**src/rtl/core/sskf_pkg.sv**
```systemverilog
`timescale 1ns / 1ps

package sskf_pkg;

   // input command codes
   localparam logic [2:0] CMD_INIT = 3'd0;
   localparam logic [2:0] CMD_FINI = 3'd1;
   localparam logic [2:0] CMD_TICK = 3'd2;
   localparam logic [2:0] CMD_MSG  = 3'd3;
   localparam logic [2:0] CMD_ROLE = 3'd4;

   // received message classes
   localparam logic [3:0] CLS_FEAT_REQ  = 4'd0;
   localparam logic [3:0] CLS_ECHO_REQ  = 4'd1;
   localparam logic [3:0] CLS_ECHO_RES  = 4'd2;
   localparam logic [3:0] CLS_PKT_OUT   = 4'd6;
   localparam logic [3:0] CLS_FLOW_MOD  = 4'd7;
   localparam logic [3:0] CLS_GROUP_MOD = 4'd8;
   localparam logic [3:0] CLS_PORT_MOD  = 4'd9;
   localparam logic [3:0] CLS_TABLE_MOD = 4'd10;
   localparam logic [3:0] CLS_ROLE_REQ  = 4'd14;
   localparam logic [3:0] CLS_OTHER     = 4'd15;

   localparam logic [1:0] ROLE_SLAVE = 2'd3;

   // configuration register indexes
   localparam logic [1:0] CSR_FEATURE_WAIT  = 2'd0;
   localparam logic [1:0] CSR_ECHO_INTERVAL = 2'd1;
   localparam logic [1:0] CSR_ECHO_WAIT     = 2'd2;

   localparam logic [31:0] FEATURE_WAIT_RESET  = 32'd5000;
   localparam logic [31:0] ECHO_INTERVAL_RESET = 32'd5000;
   localparam logic [31:0] ECHO_WAIT_RESET     = 32'd1000;

   typedef enum logic [3:0] {
      ACT_NONE       = 4'd0,
      ACT_FEAT_REPLY = 4'd1,
      ACT_ECHO_REQ   = 4'd2,
      ACT_ECHO_REPLY = 4'd3,
      ACT_SLAVE_ERR  = 4'd4,
      ACT_TO_AGENT   = 4'd5,
      ACT_FAILED     = 4'd6,
      ACT_AGENT_INIT = 4'd7,
      ACT_AGENT_FINI = 4'd8
   } action_type;

   typedef struct packed {
      logic [31:0] feature_wait_ticks;
      logic [31:0] echo_interval_ticks;
      logic [31:0] echo_wait_ticks;
   } cfg_type;

   typedef struct packed {
      action_type  action;
      logic [3:0]  agent_msg;
      logic        ok;
      logic [1:0]  conn_state;
      logic        last;
   } rsp_entry_type;

   // result pushes from the session core into the output queue
   typedef struct packed {
      logic          push0;
      logic          push1;
      rsp_entry_type res0;
      rsp_entry_type res1;
   } rsp_push_type;

endpackage

```
**src/rtl/core/sskf_session.sv**
```systemverilog
`timescale 1ns / 1ps

module sskf_session #(
   parameter int TIME_BITS = 32
) (
   input  logic                   clock,
   input  logic                   reset,
   input  logic                   in_valid,
   output logic                   in_ready,
   input  logic [2:0]             in_cmd,
   input  logic [31:0]            in_now,
   input  logic [3:0]             in_msg_class,
   input  logic [1:0]             in_new_role,
   input  sskf_pkg::cfg_type      cfg,
   input  logic                   out_room,
   output sskf_pkg::rsp_push_type push
);

   typedef enum logic [1:0] {
      S_IDLE = 2'd0,
      S_WAIT = 2'd1,
      S_ESTB = 2'd2,
      S_FAIL = 2'd3
   } state_type;

   typedef logic [TIME_BITS-1:0] time_type;

   function automatic time_type sat_add(input time_type a, input time_type b);
      logic [TIME_BITS:0] s;
      s = {1'b0, a} + {1'b0, b};
      return s[TIME_BITS] ? '1 : s[TIME_BITS-1:0];
   endfunction

   // input register
   logic       valid_ff;
   logic [2:0] cmd_ff;
   logic [31:0] now_ff;
   logic [3:0] cls_ff;
   logic [1:0] role_in_ff;

   // session state
   state_type  state_ff, state_in;
   logic [1:0] role_ff, role_in;
   time_type   fdl_ff, fdl_in;
   time_type   esd_ff, esd_in;
   logic       pend_ff, pend_in;
   time_type   rdl_ff, rdl_in;

   logic       fire;
   time_type   now_t;
   time_type   fdl_new, esd_new, rdl_new, rdl_eff;
   logic       send, pend_eff, echo_fail;
   logic       ok;
   logic       two;
   sskf_pkg::action_type act0, act1;
   logic [3:0] msg0;

   assign fire     = valid_ff && out_room;
   assign in_ready = !valid_ff || out_room;

   assign now_t   = TIME_BITS'(now_ff);
   assign fdl_new = sat_add(now_t, TIME_BITS'(cfg.feature_wait_ticks));
   assign esd_new = sat_add(now_t, TIME_BITS'(cfg.echo_interval_ticks));
   assign rdl_new = sat_add(now_t, TIME_BITS'(cfg.echo_wait_ticks));

   // keepalive check on a tick while established
   assign send      = now_t >= esd_ff;
   assign pend_eff  = pend_ff || send;
   assign rdl_eff   = (send && !pend_ff) ? rdl_new : rdl_ff;
   assign echo_fail = pend_eff && (now_t >= rdl_eff);

   // next state and results of the item in the input register
   always_comb begin
      state_in = state_ff;
      role_in  = role_ff;
      fdl_in   = fdl_ff;
      esd_in   = esd_ff;
      pend_in  = pend_ff;
      rdl_in   = rdl_ff;
      ok       = 1'b1;
      two      = 1'b0;
      act0     = sskf_pkg::ACT_NONE;
      act1     = sskf_pkg::ACT_NONE;
      msg0     = 4'd0;
      unique case (cmd_ff)
         sskf_pkg::CMD_INIT: begin
            if (state_ff == S_IDLE) begin
               state_in = S_WAIT;
               fdl_in   = fdl_new;
               act0     = sskf_pkg::ACT_AGENT_INIT;
            end else begin
               state_in = S_FAIL;
               pend_in  = 1'b0;
               act0     = sskf_pkg::ACT_FAILED;
               ok       = 1'b0;
            end
         end
         sskf_pkg::CMD_FINI: begin
            state_in = S_IDLE;
            pend_in  = 1'b0;
            act0     = sskf_pkg::ACT_AGENT_FINI;
            ok       = 1'b0;
         end
         sskf_pkg::CMD_TICK: begin
            if (state_ff == S_WAIT) begin
               if (now_t >= fdl_ff) begin
                  state_in = S_FAIL;
                  pend_in  = 1'b0;
                  act0     = sskf_pkg::ACT_FAILED;
                  ok       = 1'b0;
               end
            end else if (state_ff == S_ESTB) begin
               if (send) begin
                  esd_in = esd_new;
                  rdl_in = rdl_eff;
                  act0   = sskf_pkg::ACT_ECHO_REQ;
               end
               pend_in = pend_eff;
               if (echo_fail) begin
                  state_in = S_FAIL;
                  pend_in  = 1'b0;
                  ok       = 1'b0;
                  if (send) begin
                     two  = 1'b1;
                     act1 = sskf_pkg::ACT_FAILED;
                  end else begin
                     act0 = sskf_pkg::ACT_FAILED;
                  end
               end
            end else begin
               ok = 1'b0;
            end
         end
         sskf_pkg::CMD_MSG: begin
            if (state_ff == S_WAIT) begin
               if (cls_ff == sskf_pkg::CLS_FEAT_REQ) begin
                  state_in = S_ESTB;
                  esd_in   = esd_new;
                  act0     = sskf_pkg::ACT_FEAT_REPLY;
               end else begin
                  state_in = S_FAIL;
                  pend_in  = 1'b0;
                  act0     = sskf_pkg::ACT_FAILED;
                  ok       = 1'b0;
               end
            end else if (state_ff == S_ESTB) begin
               unique case (cls_ff)
                  sskf_pkg::CLS_ECHO_REQ: act0 = sskf_pkg::ACT_ECHO_REPLY;
                  sskf_pkg::CLS_ECHO_RES: pend_in = 1'b0;
                  sskf_pkg::CLS_PKT_OUT, sskf_pkg::CLS_FLOW_MOD,
                  sskf_pkg::CLS_GROUP_MOD, sskf_pkg::CLS_PORT_MOD,
                  sskf_pkg::CLS_TABLE_MOD: begin
                     if (role_ff == sskf_pkg::ROLE_SLAVE) begin
                        act0 = sskf_pkg::ACT_SLAVE_ERR;
                     end else begin
                        act0 = sskf_pkg::ACT_TO_AGENT;
                        msg0 = cls_ff;
                     end
                  end
                  sskf_pkg::CLS_ROLE_REQ: begin
                     role_in = role_in_ff;
                     act0    = sskf_pkg::ACT_TO_AGENT;
                     msg0    = cls_ff;
                  end
                  sskf_pkg::CLS_OTHER: ;
                  default: begin
                     act0 = sskf_pkg::ACT_TO_AGENT;
                     msg0 = cls_ff;
                  end
               endcase
            end else begin
               state_in = S_FAIL;
               pend_in  = 1'b0;
               act0     = sskf_pkg::ACT_FAILED;
               ok       = 1'b0;
            end
         end
         sskf_pkg::CMD_ROLE: role_in = role_in_ff;
         default: ok = 1'b0;
      endcase
   end

   // results towards the output queue
   always_comb begin
      push.push0           = fire;
      push.push1           = fire && two;
      push.res0.action     = act0;
      push.res0.agent_msg  = msg0;
      push.res0.ok         = ok;
      push.res0.conn_state = 2'(state_in);
      push.res0.last       = !two;
      push.res1.action     = act1;
      push.res1.agent_msg  = 4'd0;
      push.res1.ok         = ok;
      push.res1.conn_state = 2'(state_in);
      push.res1.last       = 1'b1;
   end

   // input register and session registers
   always_ff @(posedge clock) begin
      if (in_valid && in_ready) begin
         cmd_ff     <= in_cmd;
         now_ff     <= in_now;
         cls_ff     <= in_msg_class;
         role_in_ff <= in_new_role;
      end
      if (reset) begin
         valid_ff <= 1'b0;
         state_ff <= S_IDLE;
         role_ff  <= 2'd0;
         fdl_ff   <= '0;
         esd_ff   <= '0;
         pend_ff  <= 1'b0;
         rdl_ff   <= '0;
      end else begin
         if (in_ready) begin
            valid_ff <= in_valid;
         end
         if (fire) begin
            state_ff <= state_in;
            role_ff  <= role_in;
            fdl_ff   <= fdl_in;
            esd_ff   <= esd_in;
            pend_ff  <= pend_in;
            rdl_ff   <= rdl_in;
         end
      end
   end

endmodule

```
**src/rtl/core/sskf_rsp_queue.sv**
```systemverilog
`timescale 1ns / 1ps

module sskf_rsp_queue (
   input  logic                   clock,
   input  logic                   reset,
   input  sskf_pkg::rsp_push_type push,
   output logic                   room,
   output logic                   out_valid,
   input  logic                   out_ready,
   output sskf_pkg::rsp_entry_type out_entry
);

   sskf_pkg::rsp_entry_type mem_ff [4];
   logic [1:0] wr_ff, wr_in;
   logic [1:0] rd_ff, rd_in;
   logic [2:0] count_ff, count_in;
   logic       pop;

   // space for the two results of one item
   assign room      = count_ff <= 3'd2;
   assign out_valid = count_ff != 3'd0;
   assign out_entry = mem_ff[rd_ff];
   assign pop       = out_valid && out_ready;

   assign wr_in    = wr_ff + 2'(push.push0) + 2'(push.push1);
   assign rd_in    = rd_ff + 2'(pop);
   assign count_in = count_ff + 3'(push.push0) + 3'(push.push1) - 3'(pop);

   // entry storage
   always_ff @(posedge clock) begin
      if (push.push0) begin
         mem_ff[wr_ff] <= push.res0;
      end
      if (push.push1) begin
         mem_ff[wr_ff + 2'd1] <= push.res1;
      end
   end

   // pointers and fill count
   always_ff @(posedge clock) begin
      if (reset) begin
         wr_ff    <= 2'd0;
         rd_ff    <= 2'd0;
         count_ff <= 3'd0;
      end else begin
         wr_ff    <= wr_in;
         rd_ff    <= rd_in;
         count_ff <= count_in;
      end
   end

endmodule

```
**src/rtl/core/switch_session_keepalive_fsm.sv**
```systemverilog
`timescale 1ns / 1ps
// result path: an accepted item passes the input register and then the result queue
// throughput: one item per cycle while the result queue has room; an item with two results
// pushes both at once, and the four-entry result queue then back-pressures req_tready
// reset (synchronous, active high): session idle, role and deadlines zero, no echo pending,
// result queue empty, timing registers back to their default tick counts

module switch_session_keepalive_fsm #(
   parameter int TIME_BITS = 32
) (
   input  logic        clock,
   input  logic        reset,
   input  logic        req_tvalid,
   output logic        req_tready,
   input  logic [47:0] req_tdata,   // cmd[2:0], now[34:3], msg_class[38:35], new_role[40:39]
   output logic        rsp_tvalid,
   input  logic        rsp_tready,
   output logic [15:0] rsp_tdata,   // action[3:0], agent_msg[7:4], ok[8], conn_state[10:9]
   output logic        rsp_tlast,
   input  logic        csr_we,
   input  logic [1:0]  csr_addr,
   input  logic [31:0] csr_wdata
);

   sskf_pkg::cfg_type       cfg_ff;
   sskf_pkg::rsp_push_type  push;
   sskf_pkg::rsp_entry_type head;
   logic                    room;

   // timing registers
   always_ff @(posedge clock) begin
      if (reset) begin
         cfg_ff.feature_wait_ticks  <= sskf_pkg::FEATURE_WAIT_RESET;
         cfg_ff.echo_interval_ticks <= sskf_pkg::ECHO_INTERVAL_RESET;
         cfg_ff.echo_wait_ticks     <= sskf_pkg::ECHO_WAIT_RESET;
      end else if (csr_we) begin
         unique case (csr_addr)
            sskf_pkg::CSR_FEATURE_WAIT:  cfg_ff.feature_wait_ticks  <= csr_wdata;
            sskf_pkg::CSR_ECHO_INTERVAL: cfg_ff.echo_interval_ticks <= csr_wdata;
            sskf_pkg::CSR_ECHO_WAIT:     cfg_ff.echo_wait_ticks     <= csr_wdata;
            default: ;
         endcase
      end
   end

   // session core
   sskf_session #(
      .TIME_BITS (TIME_BITS)
   ) u_session (
      .clock        (clock),
      .reset        (reset),
      .in_valid     (req_tvalid),
      .in_ready     (req_tready),
      .in_cmd       (req_tdata[2:0]),
      .in_now       (req_tdata[34:3]),
      .in_msg_class (req_tdata[38:35]),
      .in_new_role  (req_tdata[40:39]),
      .cfg          (cfg_ff),
      .out_room     (room),
      .push         (push)
   );

   // result queue
   sskf_rsp_queue u_rsp_queue (
      .clock     (clock),
      .reset     (reset),
      .push      (push),
      .room      (room),
      .out_valid (rsp_tvalid),
      .out_ready (rsp_tready),
      .out_entry (head)
   );

   // result transfer packing
   assign rsp_tdata = {5'd0, head.conn_state, head.ok, head.agent_msg, 4'(head.action)};
   assign rsp_tlast = head.last;

endmodule

```
**config.mk**
```make
export PLATFORM = sky130hd
export DESIGN_NAME = switch_session_keepalive_fsm
export DESIGN_NICKNAME = d
export VERILOG_FILES = /design/src/rtl/core/sskf_pkg.sv /design/src/rtl/core/sskf_session.sv /design/src/rtl/core/sskf_rsp_queue.sv /design/src/rtl/core/switch_session_keepalive_fsm.sv
export SDC_FILE = /design/constraint.sdc
export NUM_CORES = 1
export LEC_CHECK = 0
export ABC_AREA = 1
export BUFFER_PORTS_ARGS = -buffer_cell sky130_fd_sc_hd__buf_2
export CORE_MARGIN = 2
export CORE_UTILIZATION = 45
export CTS_BUF_LIST = sky130_fd_sc_hd__clkbuf_4 sky130_fd_sc_hd__clkbuf_8
export CTS_CLUSTER_SIZE = 10
export DETAILED_ROUTE_END_ITERATION = 16
export GPL_TIMING_DRIVEN = 0
export PLACE_DENSITY = 0.6
export SLEW_MARGIN = 10
export SYNTH_ARGS = -nofsm -noshare
export SYNTH_HDL_FRONTEND = slang
export SYNTH_SLANG_ARGS = --single-unit
```
**constraint.sdc**
```tcl
create_clock -name clock -period 12.8 [get_ports clock]
set_input_delay 0.64 -clock clock [delete_from_list [all_inputs] [get_ports clock]]
set_output_delay 0.64 -clock clock [all_outputs]
set_load 0.01 [all_outputs]
```
* Word-level counts from Yosys, hierarchy flattened
Memory sizes are Yosys's and may differ from the RTL's. A register that Yosys moved wholly into a read port is not among the register bits. Index checks and enable logic that the tools add are counted.
Storage, ports and cells: memories kept 1, ROM bits 0, register bits after elaboration 246, logic and storage cells 169, input bits 87, bits in latches 0, output and inout port bits 19, bits in writable memories 48
Memory list:
- u_rsp_queue.mem_ff | depth 4, width 12, read ports 1, clocked after memory_dff 1, write ports 2, RTL line sskf_rsp_queue.sv:13 | sskf_pkg::rsp_entry_type mem_ff [4];
Cells by class: equal/unequal tests 31, order comparisons 4, reductions and logical operators 30, muxes and demuxes 75, $mul 0, shift-type cells 0, div/mod/pow operators 0, bitwise gates (word level) 1, $add $sub $neg 10
Operators by type and width (number):
- 32-bit 2-to-1 mux | 9
- 32-bit by 32-bit adder with 33-bit output | 3
- 32-bit >= comparator | 3
- 32-bit one-hot mux with 2 select lines | 1
- 4-bit 2-to-1 mux | 13
- 1-bit 2-to-1 mux | 29
- 2-bit 2-to-1 mux | 12
- 4-bit equality test (second input constant) | 5
- 4-bit one-hot mux with 4 select lines | 1
- 7-bit AND reduction | 2
- 3-bit 2-to-1 mux | 4
- 4-bit one-hot mux with 3 select lines | 1
- 2-bit by 1-bit != test with 1-bit output (second input constant) | 5
- 5-bit AND reduction | 2
- 4-bit by 3-bit equality test with 1-bit output (second input constant) | 2
- 2-bit != test (second input constant) | 4
- 1-bit one-hot mux with 4 select lines | 2
- 2-bit one-hot mux with 4 select lines | 1
- 4-bit one-hot mux with 2 select lines | 1
- 2-bit by 1-bit adder with 2-bit output | 3
- 3-bit by 1-bit adder with 3-bit output | 2
- 2-bit equality test (second input constant) | 3
- 3-bit by 2-bit equality test with 1-bit output (second input constant) | 2
- 1-bit logical AND | 6
- other kinds (26) | 35

* Depth between registers and ports, before layout
word-level depth 12, depth in mapped cells 35, mapped depth without buffers 34

* Cells and area by module
A second synthesis with hierarchy kept.
Unflattened totals: cell total of the unflattened synthesis 3148, area total of the unflattened synthesis 21615.7 um^2
By module, submodules not included:
- sskf_session | cells each 2146, area each 14450.1 um^2, sequential area each 3273.1 um^2, instances 1
- switch_session_keepalive_fsm | cells each 596, area each 3968.8 um^2, sequential area each 1921.8 um^2, instances 1
- sskf_rsp_queue | cells each 406, area each 3196.8 um^2, sequential area each 1581.5 um^2, instances 1

* Worst setup path before layout
Ideal clock, no wire load.
path type register to register, start register u_session.now_ff[0], end register u_rsp_queue.count_ff[2], arrival time 4.178 ns, setup slack 8.494 ns, cell stages (with the launch flop) 28, library setup time 0.128 ns, buffers on the path 1, required time 12.672 ns, path through edfxtp_1 -> ha_1 -> fa_1 -> nand3_1 -> nand2_1 -> nand3_1 -> nand2_1 -> nand2_1 -> nand2_1 -> nand3_1 -> nor2b_4 -> buf_6 -> nand3_1 -> nand2_2 -> o21a_1 -> ha_1 -> a21oi_1 -> o21ai_0 -> nand2_1 -> nand2_1 -> a21oi_1 -> nand3_2 -> nand2_4 -> inv_1 -> fa_1 -> fa_1 -> xor2_1 -> nor2_1
On the way: longest elaborated chain between the ends 12
Ends and longest elaborated chain:
- start, declared | RTL line sskf_session.sv:37 | logic [31:0] now_ff;
- start signal, assigned | RTL line sskf_session.sv:203 | now_ff <= in_now;
- 32-bit by 32-bit adder with 33-bit output or 32-bit >= comparator (tied branches) | RTL line sskf_session.sv:30, sskf_session.sv:67
- 32-bit 2-to-1 mux or 1-bit logical AND (tied branches) | RTL line sskf_session.sv:31, sskf_session.sv:69
- 32-bit 2-to-1 mux | RTL line sskf_session.sv:69 | assign rdl_eff = (send && !pend_ff) ? rdl_new : rdl_ff;
- 32-bit >= comparator | RTL line sskf_session.sv:70 | assign echo_fail = pend_eff && (now_t >= rdl_eff);
- 1-bit logical AND | RTL line sskf_session.sv:70
- 1-bit 2-to-1 mux (*) | RTL line sskf_session.sv:119 | if (echo_fail) begin
- 1-bit 2-to-1 mux (*) | RTL line sskf_session.sv:112 | end else if (state_ff == S_ESTB) begin
- 1-bit 2-to-1 mux (*) | RTL line sskf_session.sv:105 | if (state_ff == S_WAIT) begin
- 1-bit 2-to-1 mux (*) | RTL line sskf_session.sv:85 | unique case (cmd_ff)
- 1-bit logical AND (*) | RTL line sskf_session.sv:186 | push.push1 = fire && two;
- 3-bit by 1-bit adder with 3-bit output (*) | RTL line sskf_rsp_queue.sv:27 | assign count_in = count_ff + 3'(push.push0) + 3'(push.push1) - 3'(pop);
- 3-bit by 1-bit subtractor with 3-bit output (*) | RTL line sskf_rsp_queue.sv:27
- end signal, assigned | RTL line sskf_rsp_queue.sv:48 | count_ff <= count_in;
- end, declared | RTL line sskf_rsp_queue.sv:16 | logic [2:0] count_ff, count_in;
Mark *: on every way between the ends. The rest lies on a longest branch, timed or not. A chain may end at the register's enable or synchronous reset.

* Final worst setup path
start register u_session.now_ff[15], end register u_rsp_queue.count_ff[2]
Same word-level chain as after synthesis.

==> flow_metrics.env <==
export IMPL_antenna_found_initial=4
export IMPL_regToRegSetupSlack_ns=7.13
export IMPL_crit_path_start_kind="flip-flop"
export IMPL_critPathKind="reg -> reg"
export IMPL_io_pins=106
export IMPL_maxCapViolCount=0
export IMPL_fin_cells=3672
export IMPL_critPathLaunch="u_session.now_ff[15]"
export IMPL_die_w_um=216
export IMPL_async_flop_share_pct=0
export IMPL_yosys_register_bits=294
export IMPL_crit_reg2reg_capture="u_rsp_queue.count_ff[2]"
export IMPL_grt_pass1_vias=19300
export IMPL_cts_tree="yes"
export IMPL_required_ns=13.34
export IMPL_dp_cells=3573
export IMPL_drt_iter0_markers=1694
export IMPL_synthFlopType="dfxtp_1"
export IMPL_vias_per_cell=5.40
export IMPL_final_antenna_net_count=0
export IMPL_yosys_area_top_type="dfxtp_1"
export IMPL_peakVddDrop_uv=85.5
export IMPL_globalRouteTotalUtil_pct=31.1
export IMPL_grt_overflow=0
export IMPL_ys_types=57
export IMPL_cts_root_buf="clkbuf_8"
export IMPL_powerDensity_mw_per_mm2=143
export IMPL_arrival_ns=6.21
export IMPL_relSlewSlack_pct=36.2
export IMPL_power_total_mw=3.25
export IMPL_die_y_um=216
export IMPL_cts_path_max_buffers=3
export IMPL_multi_input_area_mm2=0.0120
export IMPL_wire_per_inst_um=19.7
export IMPL_numClockSinks=294
export IMPL_outcome="finished, final reports clean"
export IMPL_path_clk_slew_ns=0.06
export IMPL_p_leak_nw=10.8
export IMPL_post_cts_buffers=0
export IMPL_fp_row_count=77
export IMPL_cp_end_kind="flip-flop"
export IMPL_start_util_pct=45.7
export IMPL_drv_slew=0
export IMPL_synth_seq_area_share_pct=32.1
export IMPL_synth_area_per_cell_um2=7.02
export IMPL_min_path_type="in -> reg"
export IMPL_skew_ns=0.0266
export IMPL_grt_max_degree=27
export IMPL_worstMarginPinSlew_ns=0.949
export IMPL_gp_congestion=0.970
export IMPL_clock_fmax_mhz=176
export IMPL_power_switching_mw=1.20
export IMPL_seq_power_share_pct=35.2
export IMPL_hold_viol_final=0
export IMPL_setup_tns_ns=0
export IMPL_synth_edf_count=61
export IMPL_syn_inst=2884
export IMPL_internal_power_mw=2.05
export IMPL_core_region_area_mm2=0.0443
export IMPL_setup_viol=0
export IMPL_cts_hold_buffers=0
export IMPL_h_tree_depth=2
export IMPL_ys_top_cells_by_count="nand2_1, nor2_1, inv_1"
export IMPL_drive_gt1_share_pct=10.0
export IMPL_cp_endpoint="u_rsp_queue.count_ff[2]"
export IMPL_postCtsResizedCells=0
export IMPL_numPortBuffers=92
export IMPL_rr_startpoint="u_session.now_ff[15]"
export IMPL_clock_power_share_pct=33.2
export IMPL_drc=0
export IMPL_final_util_pct=51.4
export IMPL_fill_cells=4589
export IMPL_synthDominantCellAreaShare_pct=23.0
export IMPL_fin_crit_sh_pct=44.3
export IMPL_first_pass_iters=5
export IMPL_period_needed_ns=5.67
export IMPL_routed_wl_mm=72.4
export IMPL_rsz0062_at_grt="false"
export IMPL_synth_most_common_cell="nand2_1"
export IMPL_insertion_delay_ns=0.68
export IMPL_p_sw_share_pct=37.0
export IMPL_syn_cell_area_mm2=0.0203
export IMPL_dieArea_mm2=0.0467
export IMPL_ys_top_cells_by_area="dfxtp_1, ha_1, nand2_1"
export IMPL_worstPathMaxFanout=10
export IMPL_reg2regPathDepth=25
export IMPL_grt_pass1_wl_mm=111
export IMPL_syn_to_final_growth_pct=12.4
export IMPL_cts_buffers=54
export IMPL_comb_power_share_pct=31.7
export IMPL_place_hpwl_mm=56.8
export IMPL_nets=3325
export IMPL_ff_latch_area_mm2=0.00650
export IMPL_vias=19800
export IMPL_yosys_warnings=0
[registers in the layout (all words and copies together) (netlist names)]
signal                flops
u_rsp_queue.count_ff      3
u_rsp_queue.mem_ff       48
u_session.cls_ff          4
u_session.rdl_ff         32
u_session.pend_ff         1
u_session.now_ff         32
u_session.state_ff        2
u_session.role_in_ff      2
u_session.valid_ff        1
u_session.role_ff         2
u_session.fdl_ff         32
u_rsp_queue.rd_ff         2
u_session.esd_ff         32
cfg_ff                   96
u_rsp_queue.wr_ff         2
u_session.cmd_ff          3
[how the worst min path moves through the flow]
stage	startpoint	to	depth (start not counted)
after floorplan	cfg_ff[35]	cfg_ff[35]	2
final	req_tdata[19]	u_session.now_ff[16]	1
after global placement	cfg_ff[40]	cfg_ff[40]	2
after detailed placement	cfg_ff[44]	cfg_ff[44]	2
after CTS	req_tdata[35]	u_session.cls_ff[0]	1
after global routing	req_tdata[19]	u_session.now_ff[16]	1
[through the flow]
stage,setup WS [ns],instance area [um^2],hold slack [ns]
final,7.13,22800,0.138
after global routing,6.89,22800,0.114
after CTS,7.20,22800,0.0886
after detailed placement,7.21,21500,0.449
after global placement,7.31,21500,0.446
after floorplan,8.49,20300,0.435
[power groups by stage]
stage	sequential (mW)	combinational, mW	clock (mW)
finish	1.14	1.03	1.08
CTS	1.14	1.02	1.10
detailed placement	1.16	1.02	0
global route	1.15	1.16	1.13
floorplan	1.10	0.727	0
global placement	1.16	0.998	0
[layout make-up]
type	instances	share of cell area, %
antenna	1	0.0110
tap	592	3.25
buffer	86	2.23
clock buffer	79	4.39
sequential	294	28.5
timing repair buffer	93	2.11
clock inverter	19	1.24
inverter	327	5.41
multi-input combinational	2181	52.8
[placed cells by master, fill, tap and decap left out, types with 8 or more instances in the layout]
master / netlist / layout
o21ai_0: 213 / 213
o22ai_1: 13 / 13
nand2_1: 617 / 617
buf_2: 7 / 99
o21a_1: 19 / 19
ha_1: 195 / 195
a31oi_1: 15 / 15
inv_2: 8 / 9
clkbuf_1: 53 / 53
or2_2: 8 / 8
inv_1: 316 / 315
a21oi_1: 239 / 239
edfxtp_1: 61 / 61
nand4_1: 34 / 34
nor2_1: 442 / 442
buf_4: 12 / 12
nand3_1: 126 / 126
xor2_1: 40 / 40
xnor2_1: 24 / 24
o21bai_1: 16 / 16
buf_6: 11 / 11
o21ai_2: 24 / 24
a21o_1: 21 / 21
nand2_2: 9 / 9
a21boi_0: 12 / 12
clkbuf_8: 0 / 65
clkbuf_4: 0 / 14
o21ai_1: 15 / 15
nor3_1: 31 / 31
dfxtp_1: 233 / 233
[routing by layer]
layer | GRT usage (%) | up-vias | part of all wire (%) | wire length (um)
met3 | 4.52 | 196 | 6.6 | 4770
li1 | - | 9831 | - | -
met4 | 16.0 | 6 | 5.6 | 4080
met1 | 40.4 | 9170 | 43 | 31500
met5 | 0 | - | 0.057 | 41
met2 | 50.4 | 634 | 44 | 32100
[critical path: stages (launching register included)]
cell and delay [ns]:
edfxtp_1 0.95, ha_1 0.39, a21oi_1 0.15, o21ai_0 0.11, a21oi_1 0.17, nand2_1 0.10
nand2_2 0.16, nand3_4 0.13, nand2_4 0.16, inv_4 0.07, buf_12 0.15, buf_4 0.17
a21boi_0 0.40, ha_1 0.31, nand4_1 0.15, inv_1 0.06, nand2_1 0.06, nand2_1 0.05
a21oi_1 0.22, nand3_2 0.27, nand2_4 0.18, inv_1 0.09, fa_1 0.40, fa_1 0.40
xor2_1 0.16, nor2_1 0.05
[kinds of logic after synthesis]
kind of cell    synth area share (%)
compound gates                  16.7
xor+xnor                        2.77
fa+ha+maj                       12.6
buf+inv                         8.59
flops                           32.1
other cells                   0.0185
simple gates                    27.2
Note: power is estimated with default switching activity, not from simulation.
